==> src/hw/rtl/mpfla_pkg.sv <==
// shared types and codes for the multi-pool free-list allocator
// beat structs, request and status codes, controller/datapath command and status
// no dependencies
package mpfla_pkg;

  // default sizing
  localparam int unsigned NUM_POOLS_DEF   = 6;
  localparam int unsigned MAX_ENTRIES_DEF = 64;

  // fixed beat field widths
  localparam int unsigned REQ_W      = 3;
  localparam int unsigned POOL_W     = 3;
  localparam int unsigned STATUS_W   = 2;
  localparam int unsigned ENTRY_W    = 6;
  localparam int unsigned CFG_DATA_W = 7;
  localparam int unsigned CFG_IDX_W  = 3;

  typedef logic [REQ_W-1:0]    req_t;
  typedef logic [STATUS_W-1:0] status_t;

  // request codes
  localparam req_t REQ_ALLOC     = REQ_W'(0);
  localparam req_t REQ_REINIT    = REQ_W'(1);
  localparam req_t REQ_CLEAR     = REQ_W'(2);
  localparam req_t REQ_WALK      = REQ_W'(3);
  localparam req_t REQ_WALK_NEXT = REQ_W'(4);

  // result status codes
  localparam status_t ST_OK        = STATUS_W'(0);
  localparam status_t ST_EXHAUSTED = STATUS_W'(1);
  localparam status_t ST_WALK_DONE = STATUS_W'(2);
  localparam status_t ST_NO_WALK   = STATUS_W'(3);

  typedef struct packed {
    logic [REQ_W-1:0]  req_type;
    logic [POOL_W-1:0] pool_id;
    logic              keep_current;
  } in_beat_t;

  typedef struct packed {
    logic [STATUS_W-1:0] status;
    logic [ENTRY_W-1:0]  entry_index;
    logic                active_empty;
  } out_beat_t;

  // datapath operations
  typedef logic [3:0] dp_op_t;
  localparam dp_op_t OP_NONE           = 4'd0;
  localparam dp_op_t OP_FILL           = 4'd1;
  localparam dp_op_t OP_FILL_NEXT_POOL = 4'd2;
  localparam dp_op_t OP_FILL_REBUILD   = 4'd3;
  localparam dp_op_t OP_ALLOC          = 4'd4;
  localparam dp_op_t OP_CLR_STEP       = 4'd5;
  localparam dp_op_t OP_CLR_END        = 4'd6;
  localparam dp_op_t OP_WSTART         = 4'd7;
  localparam dp_op_t OP_KEEP           = 4'd8;
  localparam dp_op_t OP_UNLINK         = 4'd9;
  localparam dp_op_t OP_FREE_CUR       = 4'd10;

  // link read address source
  typedef logic [1:0] rd_sel_t;
  localparam rd_sel_t RD_FREE   = 2'd0;
  localparam rd_sel_t RD_CURSOR = 2'd1;
  localparam rd_sel_t RD_ACTIVE = 2'd2;

  // result entry source
  typedef logic [1:0] ent_sel_t;
  localparam ent_sel_t ENT_ZERO   = 2'd0;
  localparam ent_sel_t ENT_FREE   = 2'd1;
  localparam ent_sel_t ENT_ACTIVE = 2'd2;
  localparam ent_sel_t ENT_RDATA  = 2'd3;

  typedef struct packed {
    logic     load_req;
    logic     rd_en;
    rd_sel_t  rd_sel;
    dp_op_t   op;
    logic     end_walk;
    logic     fill_full;
    logic     out_load;
    status_t  out_status;
    ent_sel_t ent_sel;
  } ctl_cmd_t;

  typedef struct packed {
    logic in_pool_ok;
    logic pool_ok;
    req_t req;
    logic keep;
    logic fh_nil;
    logic ah_nil;
    logic wc_nil;
    logic rd_nil;
    logic running;
    logic fill_last;
    logic pool_last;
    logic clr_done;
    logic out_valid;
  } ctl_stat_t;

endpackage

==> src/hw/rtl/mpfla_dpath.sv <==
// datapath of the multi-pool free-list allocator: link memory, per-pool heads,
// walk state, entry-count registers and the result register
// depends on mpfla_pkg
module mpfla_dpath import mpfla_pkg::*; #(
  parameter int unsigned NUM_POOLS   = NUM_POOLS_DEF,
  parameter int unsigned MAX_ENTRIES = MAX_ENTRIES_DEF
) (
  input  logic                  clk_i,
  input  logic                  rst_ni,
  input  in_beat_t              in_beat_i,
  input  ctl_cmd_t              cmd_i,
  output ctl_stat_t             stat_o,
  input  logic                  out_stall_i,
  output logic                  out_valid_o,
  output out_beat_t             out_beat_o,
  input  logic                  cfg_we_i,
  input  logic [CFG_IDX_W-1:0]  cfg_idx_i,
  input  logic [CFG_DATA_W-1:0] cfg_data_i
);

  localparam int unsigned LW    = $clog2(MAX_ENTRIES + 1);
  localparam int unsigned PW    = (NUM_POOLS > 1) ? $clog2(NUM_POOLS) : 1;
  localparam int unsigned DEPTH = NUM_POOLS * MAX_ENTRIES;
  localparam int unsigned AW    = $clog2(DEPTH);
  localparam int unsigned CW    = (LW > CFG_DATA_W) ? LW : CFG_DATA_W;

  typedef logic [LW-1:0] link_t;

  localparam link_t NIL = LW'(MAX_ENTRIES);

  function automatic logic is_nil(link_t v);
    return v >= NIL;
  endfunction

  function automatic link_t norm(link_t v);
    return (v >= NIL) ? NIL : v;
  endfunction

  // request latch and sweep counter
  req_t              req_q;
  logic              keep_q;
  logic [POOL_W-1:0] pool_q, pool_d;
  link_t             cnt_q, cnt_d;

  // per-pool state
  link_t                fh_q [NUM_POOLS];
  link_t                ah_q [NUM_POOLS];
  link_t                wc_q [NUM_POOLS];
  link_t                wp_q [NUM_POOLS];
  logic [NUM_POOLS-1:0] wr_q;
  logic [CW-1:0]        cfg_q [NUM_POOLS];

  // link memory
  link_t          link_mem [DEPTH];
  link_t          rdata_q;
  logic           mem_we;
  link_t          mem_went, mem_wdata, rd_ent;
  logic [AW-1:0]  row_base, waddr, raddr;

  // result register
  logic      out_valid_q;
  out_beat_t out_q;

  logic [POOL_W-1:0] sel_pool;
  logic              sel_ok, pool_ok, in_pool_ok;
  logic [PW-1:0]     sel_idx;
  link_t             fh_c, ah_c, wc_c, wp_c, n_use, rd_n, ent_v;
  logic              wr_c, fill_last;
  logic [CW-1:0]     cfg_c;
  link_t             fh_n, ah_n, wc_n, wp_n;
  logic              wr_n;

  // one pool select serves the whole cycle: incoming pool on accept, latched otherwise
  assign sel_pool   = cmd_i.load_req ? in_beat_i.pool_id : pool_q;
  assign sel_ok     = {1'b0, sel_pool} < (POOL_W+1)'(NUM_POOLS);
  assign pool_ok    = {1'b0, pool_q} < (POOL_W+1)'(NUM_POOLS);
  assign in_pool_ok = {1'b0, in_beat_i.pool_id} < (POOL_W+1)'(NUM_POOLS);
  assign sel_idx    = sel_ok ? sel_pool[PW-1:0] : '0;

  assign fh_c  = fh_q[sel_idx];
  assign ah_c  = ah_q[sel_idx];
  assign wc_c  = wc_q[sel_idx];
  assign wp_c  = wp_q[sel_idx];
  assign wr_c  = wr_q[sel_idx];
  assign cfg_c = cfg_q[sel_idx];
  assign rd_n  = norm(rdata_q);

  // entry count with out-of-range values clamped
  always_comb begin
    if (cmd_i.fill_full) begin
      n_use = NIL;
    end else if (cfg_c == '0) begin
      n_use = LW'(1);
    end else if (cfg_c > CW'(MAX_ENTRIES)) begin
      n_use = NIL;
    end else begin
      n_use = LW'(cfg_c);
    end
  end

  assign fill_last = cnt_q == (n_use - LW'(1));

  // next per-pool state and link write
  always_comb begin
    fh_n      = fh_c;
    ah_n      = ah_c;
    wc_n      = wc_c;
    wp_n      = wp_c;
    wr_n      = wr_c;
    mem_we    = 1'b0;
    mem_went  = fh_c;
    mem_wdata = NIL;
    cnt_d     = cnt_q;
    pool_d    = pool_q;
    case (cmd_i.op)
      OP_FILL, OP_FILL_NEXT_POOL, OP_FILL_REBUILD: begin
        mem_we    = 1'b1;
        mem_went  = cnt_q;
        mem_wdata = fill_last ? NIL : cnt_q + LW'(1);
        cnt_d     = cnt_q + LW'(1);
        if (cmd_i.op == OP_FILL_NEXT_POOL) begin
          pool_d = pool_q + POOL_W'(1);
          cnt_d  = '0;
        end
        if (cmd_i.op == OP_FILL_REBUILD) begin
          fh_n = '0;
          ah_n = NIL;
          wc_n = NIL;
          wp_n = NIL;
          wr_n = 1'b0;
        end
      end
      OP_ALLOC: begin
        mem_we    = 1'b1;
        mem_went  = fh_c;
        mem_wdata = norm(ah_c);
        fh_n      = rd_n;
        ah_n      = fh_c;
        if (wr_c && is_nil(wp_c)) begin
          wp_n = fh_c;
        end
      end
      OP_CLR_STEP: begin
        mem_we    = 1'b1;
        mem_went  = ah_c;
        mem_wdata = norm(fh_c);
        fh_n      = ah_c;
        ah_n      = rd_n;
        cnt_d     = cnt_q + LW'(1);
      end
      OP_CLR_END: begin
        ah_n = NIL;
        wc_n = NIL;
        wp_n = NIL;
        wr_n = 1'b0;
      end
      OP_WSTART: begin
        wc_n = norm(ah_c);
        wp_n = NIL;
        wr_n = 1'b1;
      end
      OP_KEEP: begin
        wp_n = wc_c;
        wc_n = rd_n;
      end
      OP_UNLINK: begin
        // predecessor takes the successor, or the head does
        if (is_nil(wp_c)) begin
          ah_n = rd_n;
        end else begin
          mem_we    = 1'b1;
          mem_went  = wp_c;
          mem_wdata = rd_n;
        end
      end
      OP_FREE_CUR: begin
        mem_we    = 1'b1;
        mem_went  = wc_c;
        mem_wdata = norm(fh_c);
        fh_n      = wc_c;
        wc_n      = rd_n;
      end
      default: begin
      end
    endcase
    if (cmd_i.end_walk) begin
      wr_n = 1'b0;
      wc_n = NIL;
      wp_n = NIL;
    end
    if (cmd_i.load_req) begin
      pool_d = in_beat_i.pool_id;
      cnt_d  = '0;
    end
  end

  // link read address
  always_comb begin
    case (cmd_i.rd_sel)
      RD_FREE:   rd_ent = fh_c;
      RD_CURSOR: rd_ent = wc_c;
      RD_ACTIVE: rd_ent = ah_c;
      default:   rd_ent = fh_c;
    endcase
    if (is_nil(rd_ent)) begin
      rd_ent = '0;
    end
  end

  assign row_base = AW'(sel_idx) * AW'(MAX_ENTRIES);
  assign waddr    = row_base + AW'(mem_went);
  assign raddr    = row_base + AW'(rd_ent);

  always_ff @(posedge clk_i) begin
    if (mem_we) begin
      link_mem[waddr] <= mem_wdata;
    end
    if (cmd_i.rd_en) begin
      rdata_q <= link_mem[raddr];
    end
  end

  always_ff @(posedge clk_i or negedge rst_ni) begin
    if (!rst_ni) begin
      req_q  <= REQ_ALLOC;
      keep_q <= 1'b0;
      pool_q <= '0;
      cnt_q  <= '0;
    end else begin
      if (cmd_i.load_req) begin
        req_q  <= in_beat_i.req_type;
        keep_q <= in_beat_i.keep_current;
      end
      pool_q <= pool_d;
      cnt_q  <= cnt_d;
    end
  end

  always_ff @(posedge clk_i or negedge rst_ni) begin
    if (!rst_ni) begin
      for (int p = 0; p < NUM_POOLS; p++) begin
        fh_q[p] <= '0;
        ah_q[p] <= NIL;
        wc_q[p] <= NIL;
        wp_q[p] <= NIL;
      end
      wr_q <= '0;
    end else if (!cmd_i.load_req && pool_ok) begin
      fh_q[sel_idx] <= fh_n;
      ah_q[sel_idx] <= ah_n;
      wc_q[sel_idx] <= wc_n;
      wp_q[sel_idx] <= wp_n;
      wr_q[sel_idx] <= wr_n;
    end
  end

  always_ff @(posedge clk_i or negedge rst_ni) begin
    if (!rst_ni) begin
      for (int p = 0; p < NUM_POOLS; p++) begin
        cfg_q[p] <= CW'(MAX_ENTRIES);
      end
    end else if (cfg_we_i && ({1'b0, cfg_idx_i} < (CFG_IDX_W+1)'(NUM_POOLS))) begin
      cfg_q[cfg_idx_i[PW-1:0]] <= CW'(cfg_data_i);
    end
  end

  // result register
  always_comb begin
    case (cmd_i.ent_sel)
      ENT_ZERO:   ent_v = '0;
      ENT_FREE:   ent_v = fh_c;
      ENT_ACTIVE: ent_v = ah_c;
      ENT_RDATA:  ent_v = rd_n;
      default:    ent_v = '0;
    endcase
  end

  always_ff @(posedge clk_i or negedge rst_ni) begin
    if (!rst_ni) begin
      out_valid_q <= 1'b0;
    end else if (cmd_i.out_load) begin
      out_valid_q <= 1'b1;
    end else if (out_valid_q && !out_stall_i) begin
      out_valid_q <= 1'b0;
    end
  end

  always_ff @(posedge clk_i) begin
    if (cmd_i.out_load) begin
      out_q.status       <= cmd_i.out_status;
      out_q.entry_index  <= ENTRY_W'(ent_v);
      out_q.active_empty <= pool_ok ? is_nil(ah_n) : 1'b1;
    end
  end

  assign out_valid_o = out_valid_q;
  assign out_beat_o  = out_q;

  assign stat_o.in_pool_ok = in_pool_ok;
  assign stat_o.pool_ok    = pool_ok;
  assign stat_o.req        = req_q;
  assign stat_o.keep       = keep_q;
  assign stat_o.fh_nil     = is_nil(fh_c);
  assign stat_o.ah_nil     = is_nil(ah_c);
  assign stat_o.wc_nil     = is_nil(wc_c);
  assign stat_o.rd_nil     = is_nil(rd_n);
  assign stat_o.running    = wr_c;
  assign stat_o.fill_last  = fill_last;
  assign stat_o.pool_last  = pool_q == POOL_W'(NUM_POOLS - 1);
  assign stat_o.clr_done   = is_nil(ah_c) || (cnt_q == NIL);
  assign stat_o.out_valid  = out_valid_q;

endmodule

==> src/hw/rtl/mpfla_ctrl.sv <==
// controller state machine of the multi-pool free-list allocator
// sequences each request into datapath commands; depends on mpfla_pkg
module mpfla_ctrl import mpfla_pkg::*; (
  input  logic      clk_i,
  input  logic      rst_ni,
  input  logic      in_valid_i,
  input  req_t      in_req_i,
  output logic      in_stall_o,
  input  logic      out_stall_i,
  input  ctl_stat_t stat_i,
  output ctl_cmd_t  cmd_o
);

  localparam logic [3:0] S_INIT   = 4'd0;
  localparam logic [3:0] S_IDLE   = 4'd1;
  localparam logic [3:0] S_MISC   = 4'd2;
  localparam logic [3:0] S_ALLOC  = 4'd3;
  localparam logic [3:0] S_FILL   = 4'd4;
  localparam logic [3:0] S_CLR_RD = 4'd5;
  localparam logic [3:0] S_CLR_WR = 4'd6;
  localparam logic [3:0] S_WSTART = 4'd7;
  localparam logic [3:0] S_WNEXT  = 4'd8;
  localparam logic [3:0] S_WREL   = 4'd9;

  logic [3:0] state_q, state_d;
  logic       accept;

  // take a beat only when idle and the result register is free by the next edge
  assign in_stall_o = (state_q != S_IDLE) || (stat_i.out_valid && out_stall_i);
  assign accept     = in_valid_i && !in_stall_o;

  always_comb begin
    state_d = state_q;
    cmd_o   = '0;
    case (state_q)
      S_INIT: begin
        cmd_o.fill_full = 1'b1;
        cmd_o.op        = OP_FILL;
        if (stat_i.fill_last) begin
          if (stat_i.pool_last) begin
            state_d = S_IDLE;
          end else begin
            cmd_o.op = OP_FILL_NEXT_POOL;
          end
        end
      end
      S_IDLE: begin
        if (accept) begin
          cmd_o.load_req = 1'b1;
          cmd_o.rd_en    = 1'b1;
          cmd_o.rd_sel   = (in_req_i == REQ_ALLOC) ? RD_FREE : RD_CURSOR;
          if (!stat_i.in_pool_ok) begin
            state_d = S_MISC;
          end else begin
            case (in_req_i)
              REQ_ALLOC:     state_d = S_ALLOC;
              REQ_REINIT:    state_d = S_FILL;
              REQ_CLEAR:     state_d = S_CLR_RD;
              REQ_WALK:      state_d = S_WSTART;
              REQ_WALK_NEXT: state_d = S_WNEXT;
              default:       state_d = S_MISC;
            endcase
          end
        end
      end
      S_MISC: begin
        cmd_o.out_load = 1'b1;
        cmd_o.ent_sel  = ENT_ZERO;
        if (!stat_i.pool_ok) begin
          case (stat_i.req)
            REQ_ALLOC:     cmd_o.out_status = ST_EXHAUSTED;
            REQ_WALK:      cmd_o.out_status = ST_WALK_DONE;
            REQ_WALK_NEXT: cmd_o.out_status = ST_NO_WALK;
            default:       cmd_o.out_status = ST_OK;
          endcase
        end else begin
          cmd_o.out_status = ST_OK;
        end
        state_d = S_IDLE;
      end
      S_ALLOC: begin
        cmd_o.out_load = 1'b1;
        if (stat_i.fh_nil) begin
          cmd_o.out_status = ST_EXHAUSTED;
          cmd_o.ent_sel    = ENT_ZERO;
        end else begin
          cmd_o.op         = OP_ALLOC;
          cmd_o.out_status = ST_OK;
          cmd_o.ent_sel    = ENT_FREE;
        end
        state_d = S_IDLE;
      end
      S_FILL: begin
        cmd_o.op = OP_FILL;
        if (stat_i.fill_last) begin
          cmd_o.op         = OP_FILL_REBUILD;
          cmd_o.out_load   = 1'b1;
          cmd_o.out_status = ST_OK;
          cmd_o.ent_sel    = ENT_ZERO;
          state_d          = S_IDLE;
        end
      end
      S_CLR_RD: begin
        if (stat_i.clr_done) begin
          cmd_o.op         = OP_CLR_END;
          cmd_o.out_load   = 1'b1;
          cmd_o.out_status = ST_OK;
          cmd_o.ent_sel    = ENT_ZERO;
          state_d          = S_IDLE;
        end else begin
          cmd_o.rd_en  = 1'b1;
          cmd_o.rd_sel = RD_ACTIVE;
          state_d      = S_CLR_WR;
        end
      end
      S_CLR_WR: begin
        cmd_o.op = OP_CLR_STEP;
        state_d  = S_CLR_RD;
      end
      S_WSTART: begin
        cmd_o.op       = OP_WSTART;
        cmd_o.out_load = 1'b1;
        if (stat_i.ah_nil) begin
          cmd_o.end_walk   = 1'b1;
          cmd_o.out_status = ST_WALK_DONE;
          cmd_o.ent_sel    = ENT_ZERO;
        end else begin
          cmd_o.out_status = ST_OK;
          cmd_o.ent_sel    = ENT_ACTIVE;
        end
        state_d = S_IDLE;
      end
      S_WNEXT: begin
        state_d = S_IDLE;
        if (!stat_i.running) begin
          cmd_o.out_load   = 1'b1;
          cmd_o.out_status = ST_NO_WALK;
          cmd_o.ent_sel    = ENT_ZERO;
        end else if (stat_i.wc_nil) begin
          cmd_o.end_walk   = 1'b1;
          cmd_o.out_load   = 1'b1;
          cmd_o.out_status = ST_WALK_DONE;
          cmd_o.ent_sel    = ENT_ZERO;
        end else if (stat_i.keep) begin
          cmd_o.op       = OP_KEEP;
          cmd_o.out_load = 1'b1;
          if (stat_i.rd_nil) begin
            cmd_o.end_walk   = 1'b1;
            cmd_o.out_status = ST_WALK_DONE;
            cmd_o.ent_sel    = ENT_ZERO;
          end else begin
            cmd_o.out_status = ST_OK;
            cmd_o.ent_sel    = ENT_RDATA;
          end
        end else begin
          cmd_o.op = OP_UNLINK;
          state_d  = S_WREL;
        end
      end
      S_WREL: begin
        cmd_o.op       = OP_FREE_CUR;
        cmd_o.out_load = 1'b1;
        if (stat_i.rd_nil) begin
          cmd_o.end_walk   = 1'b1;
          cmd_o.out_status = ST_WALK_DONE;
          cmd_o.ent_sel    = ENT_ZERO;
        end else begin
          cmd_o.out_status = ST_OK;
          cmd_o.ent_sel    = ENT_RDATA;
        end
        state_d = S_IDLE;
      end
      default: begin
        state_d = S_IDLE;
      end
    endcase
  end

  always_ff @(posedge clk_i or negedge rst_ni) begin
    if (!rst_ni) begin
      state_q <= S_INIT;
    end else begin
      state_q <= state_d;
    end
  end

endmodule

==> src/hw/rtl/multi_pool_free_list_allocator.sv <==
// top level of the multi-pool free-list allocator
// joins the controller (mpfla_ctrl) and the datapath (mpfla_dpath); uses mpfla_pkg
//
//   port group    dir   handshake                 beat
//   in_*          in    in_valid_i / in_stall_o   in_beat_t  (req_type, pool_id, keep_current)
//   out_*         out   out_valid_o / out_stall_i out_beat_t (status, entry_index, active_empty)
//   cfg_*         in    cfg_we_i, no wait         cfg_idx_i selects poolN_entries, cfg_data_i
//
// every request latches its beat and starts a registered link read; allocate, walk start,
//   walk next with keep and bad requests then give their result, walk next with release
//   unlinks and then frees the cursor entry; reinit writes one link per entry, clear reads
//   and then writes the link of each active entry; after reset a sweep chains every entry
//   of every pool with in_stall_o high; config writes are taken throughout
// a beat is taken only while idle and with the result register empty or draining
module multi_pool_free_list_allocator import mpfla_pkg::*; #(
  parameter int unsigned NUM_POOLS   = NUM_POOLS_DEF,
  parameter int unsigned MAX_ENTRIES = MAX_ENTRIES_DEF
) (
  input  logic                  clk_i,
  input  logic                  rst_ni,
  // request channel
  input  logic                  in_valid_i,
  output logic                  in_stall_o,
  input  in_beat_t              in_beat_i,
  // result channel
  output logic                  out_valid_o,
  input  logic                  out_stall_i,
  output out_beat_t             out_beat_o,
  // entry-count registers
  input  logic                  cfg_we_i,
  input  logic [CFG_IDX_W-1:0]  cfg_idx_i,
  input  logic [CFG_DATA_W-1:0] cfg_data_i
);

  // command and status between sequencer and datapath
  ctl_cmd_t  cmd;
  ctl_stat_t stat;

  // sequencer: reset sweep, request dispatch, clear loop, walk steps
  mpfla_ctrl u_ctrl (
    .clk_i       (clk_i),
    .rst_ni      (rst_ni),
    .in_valid_i  (in_valid_i),
    .in_req_i    (in_beat_i.req_type),
    .in_stall_o  (in_stall_o),
    .out_stall_i (out_stall_i),
    .stat_i      (stat),
    .cmd_o       (cmd)
  );

  // link memory, per-pool free/active heads, walk cursor, result register
  mpfla_dpath #(
    .NUM_POOLS   (NUM_POOLS),
    .MAX_ENTRIES (MAX_ENTRIES)
  ) u_dpath (
    .clk_i       (clk_i),
    .rst_ni      (rst_ni),
    .in_beat_i   (in_beat_i),
    .cmd_i       (cmd),
    .stat_o      (stat),
    .out_stall_i (out_stall_i),
    .out_valid_o (out_valid_o),
    .out_beat_o  (out_beat_o),
    .cfg_we_i    (cfg_we_i),
    .cfg_idx_i   (cfg_idx_i),
    .cfg_data_i  (cfg_data_i)
  );

endmodule
==> config.mk <==
export PLATFORM = sky130hd
export DESIGN_NAME = multi_pool_free_list_allocator
export DESIGN_NICKNAME = d
export VERILOG_FILES = /design/src/hw/rtl/mpfla_pkg.sv /design/src/hw/rtl/mpfla_dpath.sv /design/src/hw/rtl/mpfla_ctrl.sv /design/src/hw/rtl/multi_pool_free_list_allocator.sv
export SDC_FILE = /design/constraint.sdc
export NUM_CORES = 2
export LEC_CHECK = 0
export ABC_AREA = 1
export BUFFER_PORTS_ARGS = -buffer_cell sky130_fd_sc_hd__buf_2
export CORE_UTILIZATION = 34
export CTS_CLUSTER_DIAMETER = 50
export DETAILED_ROUTE_END_ITERATION = 16
export PLACE_DENSITY = 0.47
export SETUP_SLACK_MARGIN = 0.2
export SYNTH_ARGS = -nofsm -noshare
export SYNTH_HDL_FRONTEND = slang
export SYNTH_HIERARCHICAL = 1
export SYNTH_SLANG_ARGS = --single-unit
==> constraint.sdc <==
create_clock -name clk_i -period 12.8 [get_ports clk_i]
set_input_delay 2.56 -clock clk_i [delete_from_list [all_inputs] [get_ports clk_i]]
set_output_delay 2.56 -clock clk_i [all_outputs]
set_load 0.02 [all_outputs]
* After elaboration in Yosys (flattened, before gate mapping)
Memories as Yosys holds them, arrays and structs flattened. A register that Yosys moved wholly into a read port is not among the register bits.
Index checks and enable logic that the tools add are counted.
** Word-level totals
- Bits in registers :: 244
- Bits in writable memories :: 2688
- Bits of input ports :: 22
- Output and inout bits :: 11
- Word-level logic and storage cells :: 249
- Memories :: 1
** Operators by class
- Add/subtract/negate cells :: 5
- Order comparisons :: 19
- Equal/unequal tests :: 38
- Multiplexer cells :: 114
- Bitwise gates (word level) :: 2
- Reduce and logical (&&, ||, !) cells :: 30
** Memories
- u_dpath.link_mem :: words 384, bits a word 7, rd ports 1, clocked after memory_dff 1, wr ports 1, RTL line mpfla_dpath.sv:54 : link_t link_mem [DEPTH];
** Operators with widths (count)
- two-way mux 7 bit :: 32
- bitwise mux 42 bit :: 5
- case mux 7 bit (4 select lines) :: 5
- binary-select mux 7 bit (select 3 bit) :: 5
- greater-or-equal comparator 7 bit (second input constant) :: 8
- two-way mux 4 bit :: 13
- demux 7 bit (select 3 bit) :: 2
- case mux 5 bit (7 select lines) :: 1
- case mux 7 bit (5 select lines) :: 1
- == test 4 x 3 -> 1 bit (second input constant) :: 8
- case mux 4 bit (8 select lines) :: 1
- two-way mux 3 bit :: 10
- two-way mux 5 bit :: 6
- case mux 7 bit (2 select lines) :: 2
- case mux 4 bit (6 select lines) :: 1
- case mux 6 bit (4 select lines) :: 1
- == test 4 bit (second input constant) :: 5
- case mux 4 bit (5 select lines) :: 1
- adder 9 x 7 -> 9 bit :: 2
- two-way mux 1 bit :: 17
- == test 4 x 2 -> 1 bit (second input constant) :: 4
- < comparator 3 bit (second input constant) :: 4
- == test 3 x 2 -> 1 bit (second input constant) :: 3
- == test 3 bit (second input constant) :: 3
- other kinds (40) :: 68

* Longest topological paths before layout
- Depth after elaboration :: 26
- Depth in mapped cells :: 59
- Depth with buffers taken out :: 54

* Cells and area by module
The synthesis kept the hierarchy.
** By module, submodules not included
- mpfla_dpath :: instances 1, cells each 11537, area an instance 127093.1 um^2, sequential area each 87008.4 um^2
- mpfla_ctrl :: instances 1, cells each 119, area an instance 645.6 um^2, sequential area each 100.1 um^2

* Least setup slack after synthesis
No wires, ideal clock.
- Path kind :: in2reg
- Start point :: input out_stall_i
- End point :: memory u_dpath/link_mem[0][5] in the netlist's numbering, data pin
- Library setup time :: 1.134 ns
- Arrival time :: 12.339 ns
- Required time :: 11.666 ns
- Setup slack :: -0.673 ns
- Stages on the path :: 37
- Path buffers :: 8
- Cells stage by stage :: nand2_1 -> nand3_2 -> inv_1 -> clkbuf_1 -> o21ai_0 -> ha_1 -> inv_1 -> nand3_2 -> buf_6 -> buf_6 -> buf_6 -> buf_2 -> or2_0 -> o211ai_1 -> nand2_1 -> nor2_1 -> nand3_1 -> o21ai_0 -> nand2_1 -> ha_1 -> xor2_1 -> xor2_1 -> nor3_1 -> and3_1 -> nand3_1 -> inv_1 -> buf_4 -> inv_1 -> o21ai_1 -> o2111ai_1 -> nor2_1 -> inv_1 -> nor2_1 -> clkbuf_1 -> clkbuf_1 -> a221oi_1 -> nand2_1
** RTL lines
- start: declaration :: RTL line multi_pool_free_list_allocator.sv:27 : input logic out_stall_i,
- end: declaration :: RTL line mpfla_dpath.sv:54

==> results.md <==
- The flow ran to the end, and the final reports show no timing, DRC or antenna violations.
- The total wirelength of the detailed-routed design is about 410 mm.
- After synthesis, the most frequently instantiated cells are edfxtp_1, nand2_1, nand3_1, inv_1, nor2_1.
- The maximum fanout encountered on the critical timing path is 16.
- At the pin with the least slew margin, the transition time is between 1 and 1.5 ns.
- The width of the chip is 614.9 µm.
- Counting flops with an async set or reset pin after synthesis yields a share of 0.07996.
- Once detail routing completed, the nets flagged for antenna violations numbered 0.
- The number of global-route vias before repair is ~88,000.
- The initial core utilization is 0.3424.
- The nature of the critical path startpoint is an input pin.
- The overall die area is approximately 380,000 µm².
- TritonCTS built the clock tree.
- STA classifies the critical path endpoint as a register.
- The static leakage power is between 0.05 and 0.06 µW.
- In this run the power density over the cells is 145.3 nW/µm².
- The achievable clock frequency is approximately 0.088 GHz.
- CTS saw a little under 3,000 sinks.
- The final sum of negative setup slack is 0 ns.
- The detailed-route DRC error count is 0.
- The post-CTS setup buffer count is 0.
- edfxtp_1 takes more of the synthesized area than any other cell.
- In the final routed layout, each cell accounts on average for about 24 µm.
- The pin count of the biggest net entering global routing is between 200 and 250.
- The total clock buffers created by CTS is around 380.
- The max-slew violation count came to 0.
- The number of antenna violations at the first check in global routing is 20.
- The via count is between 80,000 and 90,000.
- In this run the count of I/O pins placed on the die edge is 33.
- Summing all non-filler instances in the final layout gives an area of around 150,000 µm².
- The number of nets in the synthesized netlist is approximately 12,000.
- The worst IR drop on VDD is approximately 0.00013 V.
- The final critical-path required period is about 11 ns.
- The initial DRC count is slightly above 9,000.
- The overall global routing resource usage is 0.2101.
- After synthesis the netlist holds a flip-flop and latch count of between 2,000 and 3,000.
- Setup repair after global routing left no endpoint under its margin.
- The top cell type's share of synthesized area is 0.6357.
- The final number of hold-violating endpoints is 0.
- The clock network latency to the later pin of the worst-skew pair is 0.95 ns.
- The weighted congestion at the end of routability-driven global placement is 0.9287.
- The tree is rooted in a clkbuf_16.
- The post-cts gate resize count is 0.
- Broken down by cell family, the worst path's largest delay share belongs to simple AND/OR/NAND/NOR gates.
- The HPWL after detailed placement is roughly 240 mm.
- The number of iterations in the first detailed-routing pass is 8.
- Averaged over all synthesized cells, the footprint is about 11 µm².
- The sum of overflow across all layers after global routing is 0.
- Using the TritonRoute via totals, the vias-per-cell ratio works out to 5.285.
- Setup violations remaining at the end of the flow were counted as 0.
- The synthesis-to-layout area growth is 13.88%.
- In this design, the stage delay of the slowest critical-path cell is between 1 and 1.5 ns.
- Yosys printed 6 warnings.
- Summing every instance area after synthesis gives between 100,000 and 150,000 µm².
- The clock tree synthesis step divided the H-tree into 5 levels.
- In the finished design, the share of the clock period the worst path needs comes to 0.8881.
- By area the synthesized netlist is led by edfxtp_1, nand3_1, nand2_1.
- The total of max-cap violations is 0.
- The total of buffers placed on input and output ports is 32.
- The sequential cell area fraction in the yosys report is 0.6819.
- The die outline height is around 610 µm.
- The floorplan row count is approximately 220.
- Measured on the finished design, the core utilization comes to 0.3900.
- Once placement finished, the instance area stood at 132,700 µm².
- The type of the worst setup path is input pin to register.
- The first global-routing pass estimated 594.7 mm of wire.
- The smallest hold slack is around 0.47 ns.
- In the final layout, the share of cells above drive strength 1 is 0.09773.
- After floorplanning, the core was sized to cover 373,000 µm².
- The number of hold buffers added after CTS is 0.
- The clock skew after layout is approximately 0.04 ns.
- STA puts the critical path data arrival time at between 10 and 15 ns.
- After clock tree synthesis, the clock-pin slew on the worst setup and hold paths is roughly 0.06 ns.
- Headroom to the max-slew limit came out at 0.1614.
- The slowest stage of the critical path is the nor4_1 cell.
- The number of enable-type register cells in the synthesized netlist is 2,704.
- STA puts the critical path data required time at 13.34 ns.
- The design draws ~21,000 µW.
- The clock passes through at most 4 buffers.
- The class of the tightest hold or removal check is register to register.
- The most prevalent standard cell on the critical path is inv_1.
- The cell with the most instances after synthesis is edfxtp_1.
- The number of buffers and inverters on the critical path is 13.
- The final layout net count is ~11,000.
- The number of distinct library cells after synthesis is 56.
- The predominant post-synthesis flop cell is edfxtp_1.
- In the synthesized netlist, the number of instances is roughly 12,000.
[path summary, 6_finish.rpt]
check,startpoint,endpoint,slack (ns),cells after the start
max in group asynchronous,rst_ni,u_dpath/wc_q[3],9.64,2
worst max-delay path,out_stall_i,u_dpath/link_mem[208][3],1.43,48
worst max register to register,u_ctrl/state_q[3],u_dpath/link_mem[208][3],2.38,49
worst min-delay path,u_dpath/wp_q[34],u_dpath/wp_q[34],0.47,2
min in group asynchronous,rst_ni,u_dpath/fh_q[38],1.69,1
worst min register to register,u_dpath/wp_q[34],u_dpath/wp_q[34],0.47,2
[worst min-delay path, cell delays in order, from the launching register on]
cell	delay (ns)
dfstp_2	0.37
nand2_1	0.05
nand2_1	0.05
[kinds of logic after synthesis]
family                   synth area share
AO/OA/AOI/OAI                     0.04096
XOR/XNOR                        0.0008228
adder cells (fa/ha/maj)          0.001175
buffers and inverters             0.05848
flip-flops                         0.6819
AND/OR/NAND/NOR                    0.2166
[final cells by class]
| type | instances | area [µm²] |
|---|---|---|
| inverters | 1012 | 3829 |
| clock buffers | 433 | 9910 |
| fillers | 35960 | 227600 |
| well taps | 4972 | 6221 |
| flip-flops and latches | 2939 | 87110 |
| diodes | 8 | 20.02 |
| repair buffers | 212 | 2059 |
| multi-input cells | 6917 | 33530 |
| clock inverters | 275 | 2798 |
[metal layers]
layer,global-route usage,up-vias,share of wire
li1,-,40250,-
met2,0.3387,3303,0.46
met1,0.2928,44440,0.44
met4,0.07102,0,0.031
met5,0,-,0
met3,0.02628,629,0.063
[flip-flops by register name, summed over array words and instances, names as in the netlist]
name and flops:
u_dpath/wp_q 42, u_dpath/out_valid_o 1, u_dpath/pool_q 3, u_dpath/out_beat_o 9
u_dpath/req_q 3, u_dpath/cfg_q 42, u_ctrl/state_q 4, u_dpath/rdata_q 7
u_dpath/link_mem 2688, u_dpath/keep_q 1, u_dpath/wc_q 42, u_dpath/wr_q 6
u_dpath/ah_q 42, u_dpath/fh_q 42, u_dpath/cnt_q 7
[metrics by stage]
stage	cells	setup slack, ns
6_report	16770	1.432
5_1_grt	16760	0.5722
4_1_cts	16760	1.474
3_5_place_dp	16050	0.4887
3_3_place_gp	16050	0.5068
2_1_floorplan	11660	-0.4665
[power by group]
part / internal [µW] / leakage [µW] / switching (µW)
combinational: 30.4 / 0.0220 / 63.7
sequential: 10400 / 0.0234 / 21.5
clock: 6310 / 0.00615 / 4350
total: 16700 / 0.0516 / 4440
[layout by cell type, fill, tap and decap left out, types with 21 or more instances in the layout]
cell type,count
dfstp_2,24
nand2_2,23
nor2_1,628
buf_2,31
inv_2,21
o22ai_1,207
a21oi_1,35
or2_2,182
nand3b_1,388
o21ai_0,422
clkinv_4,32
buf_4,137
clkinv_2,54
dfrtp_1,211
nand3_1,2338
clkinv_1,50
clkbuf_16,389
clkbuf_1,43
nand2_1,2374
buf_12,43
o221ai_1,34
inv_6,49
edfxtp_1,2704
inv_1,982
bufinv_16,32
clkinvlp_4,33
o211ai_1,112
(Power assumes the default switching activity.)
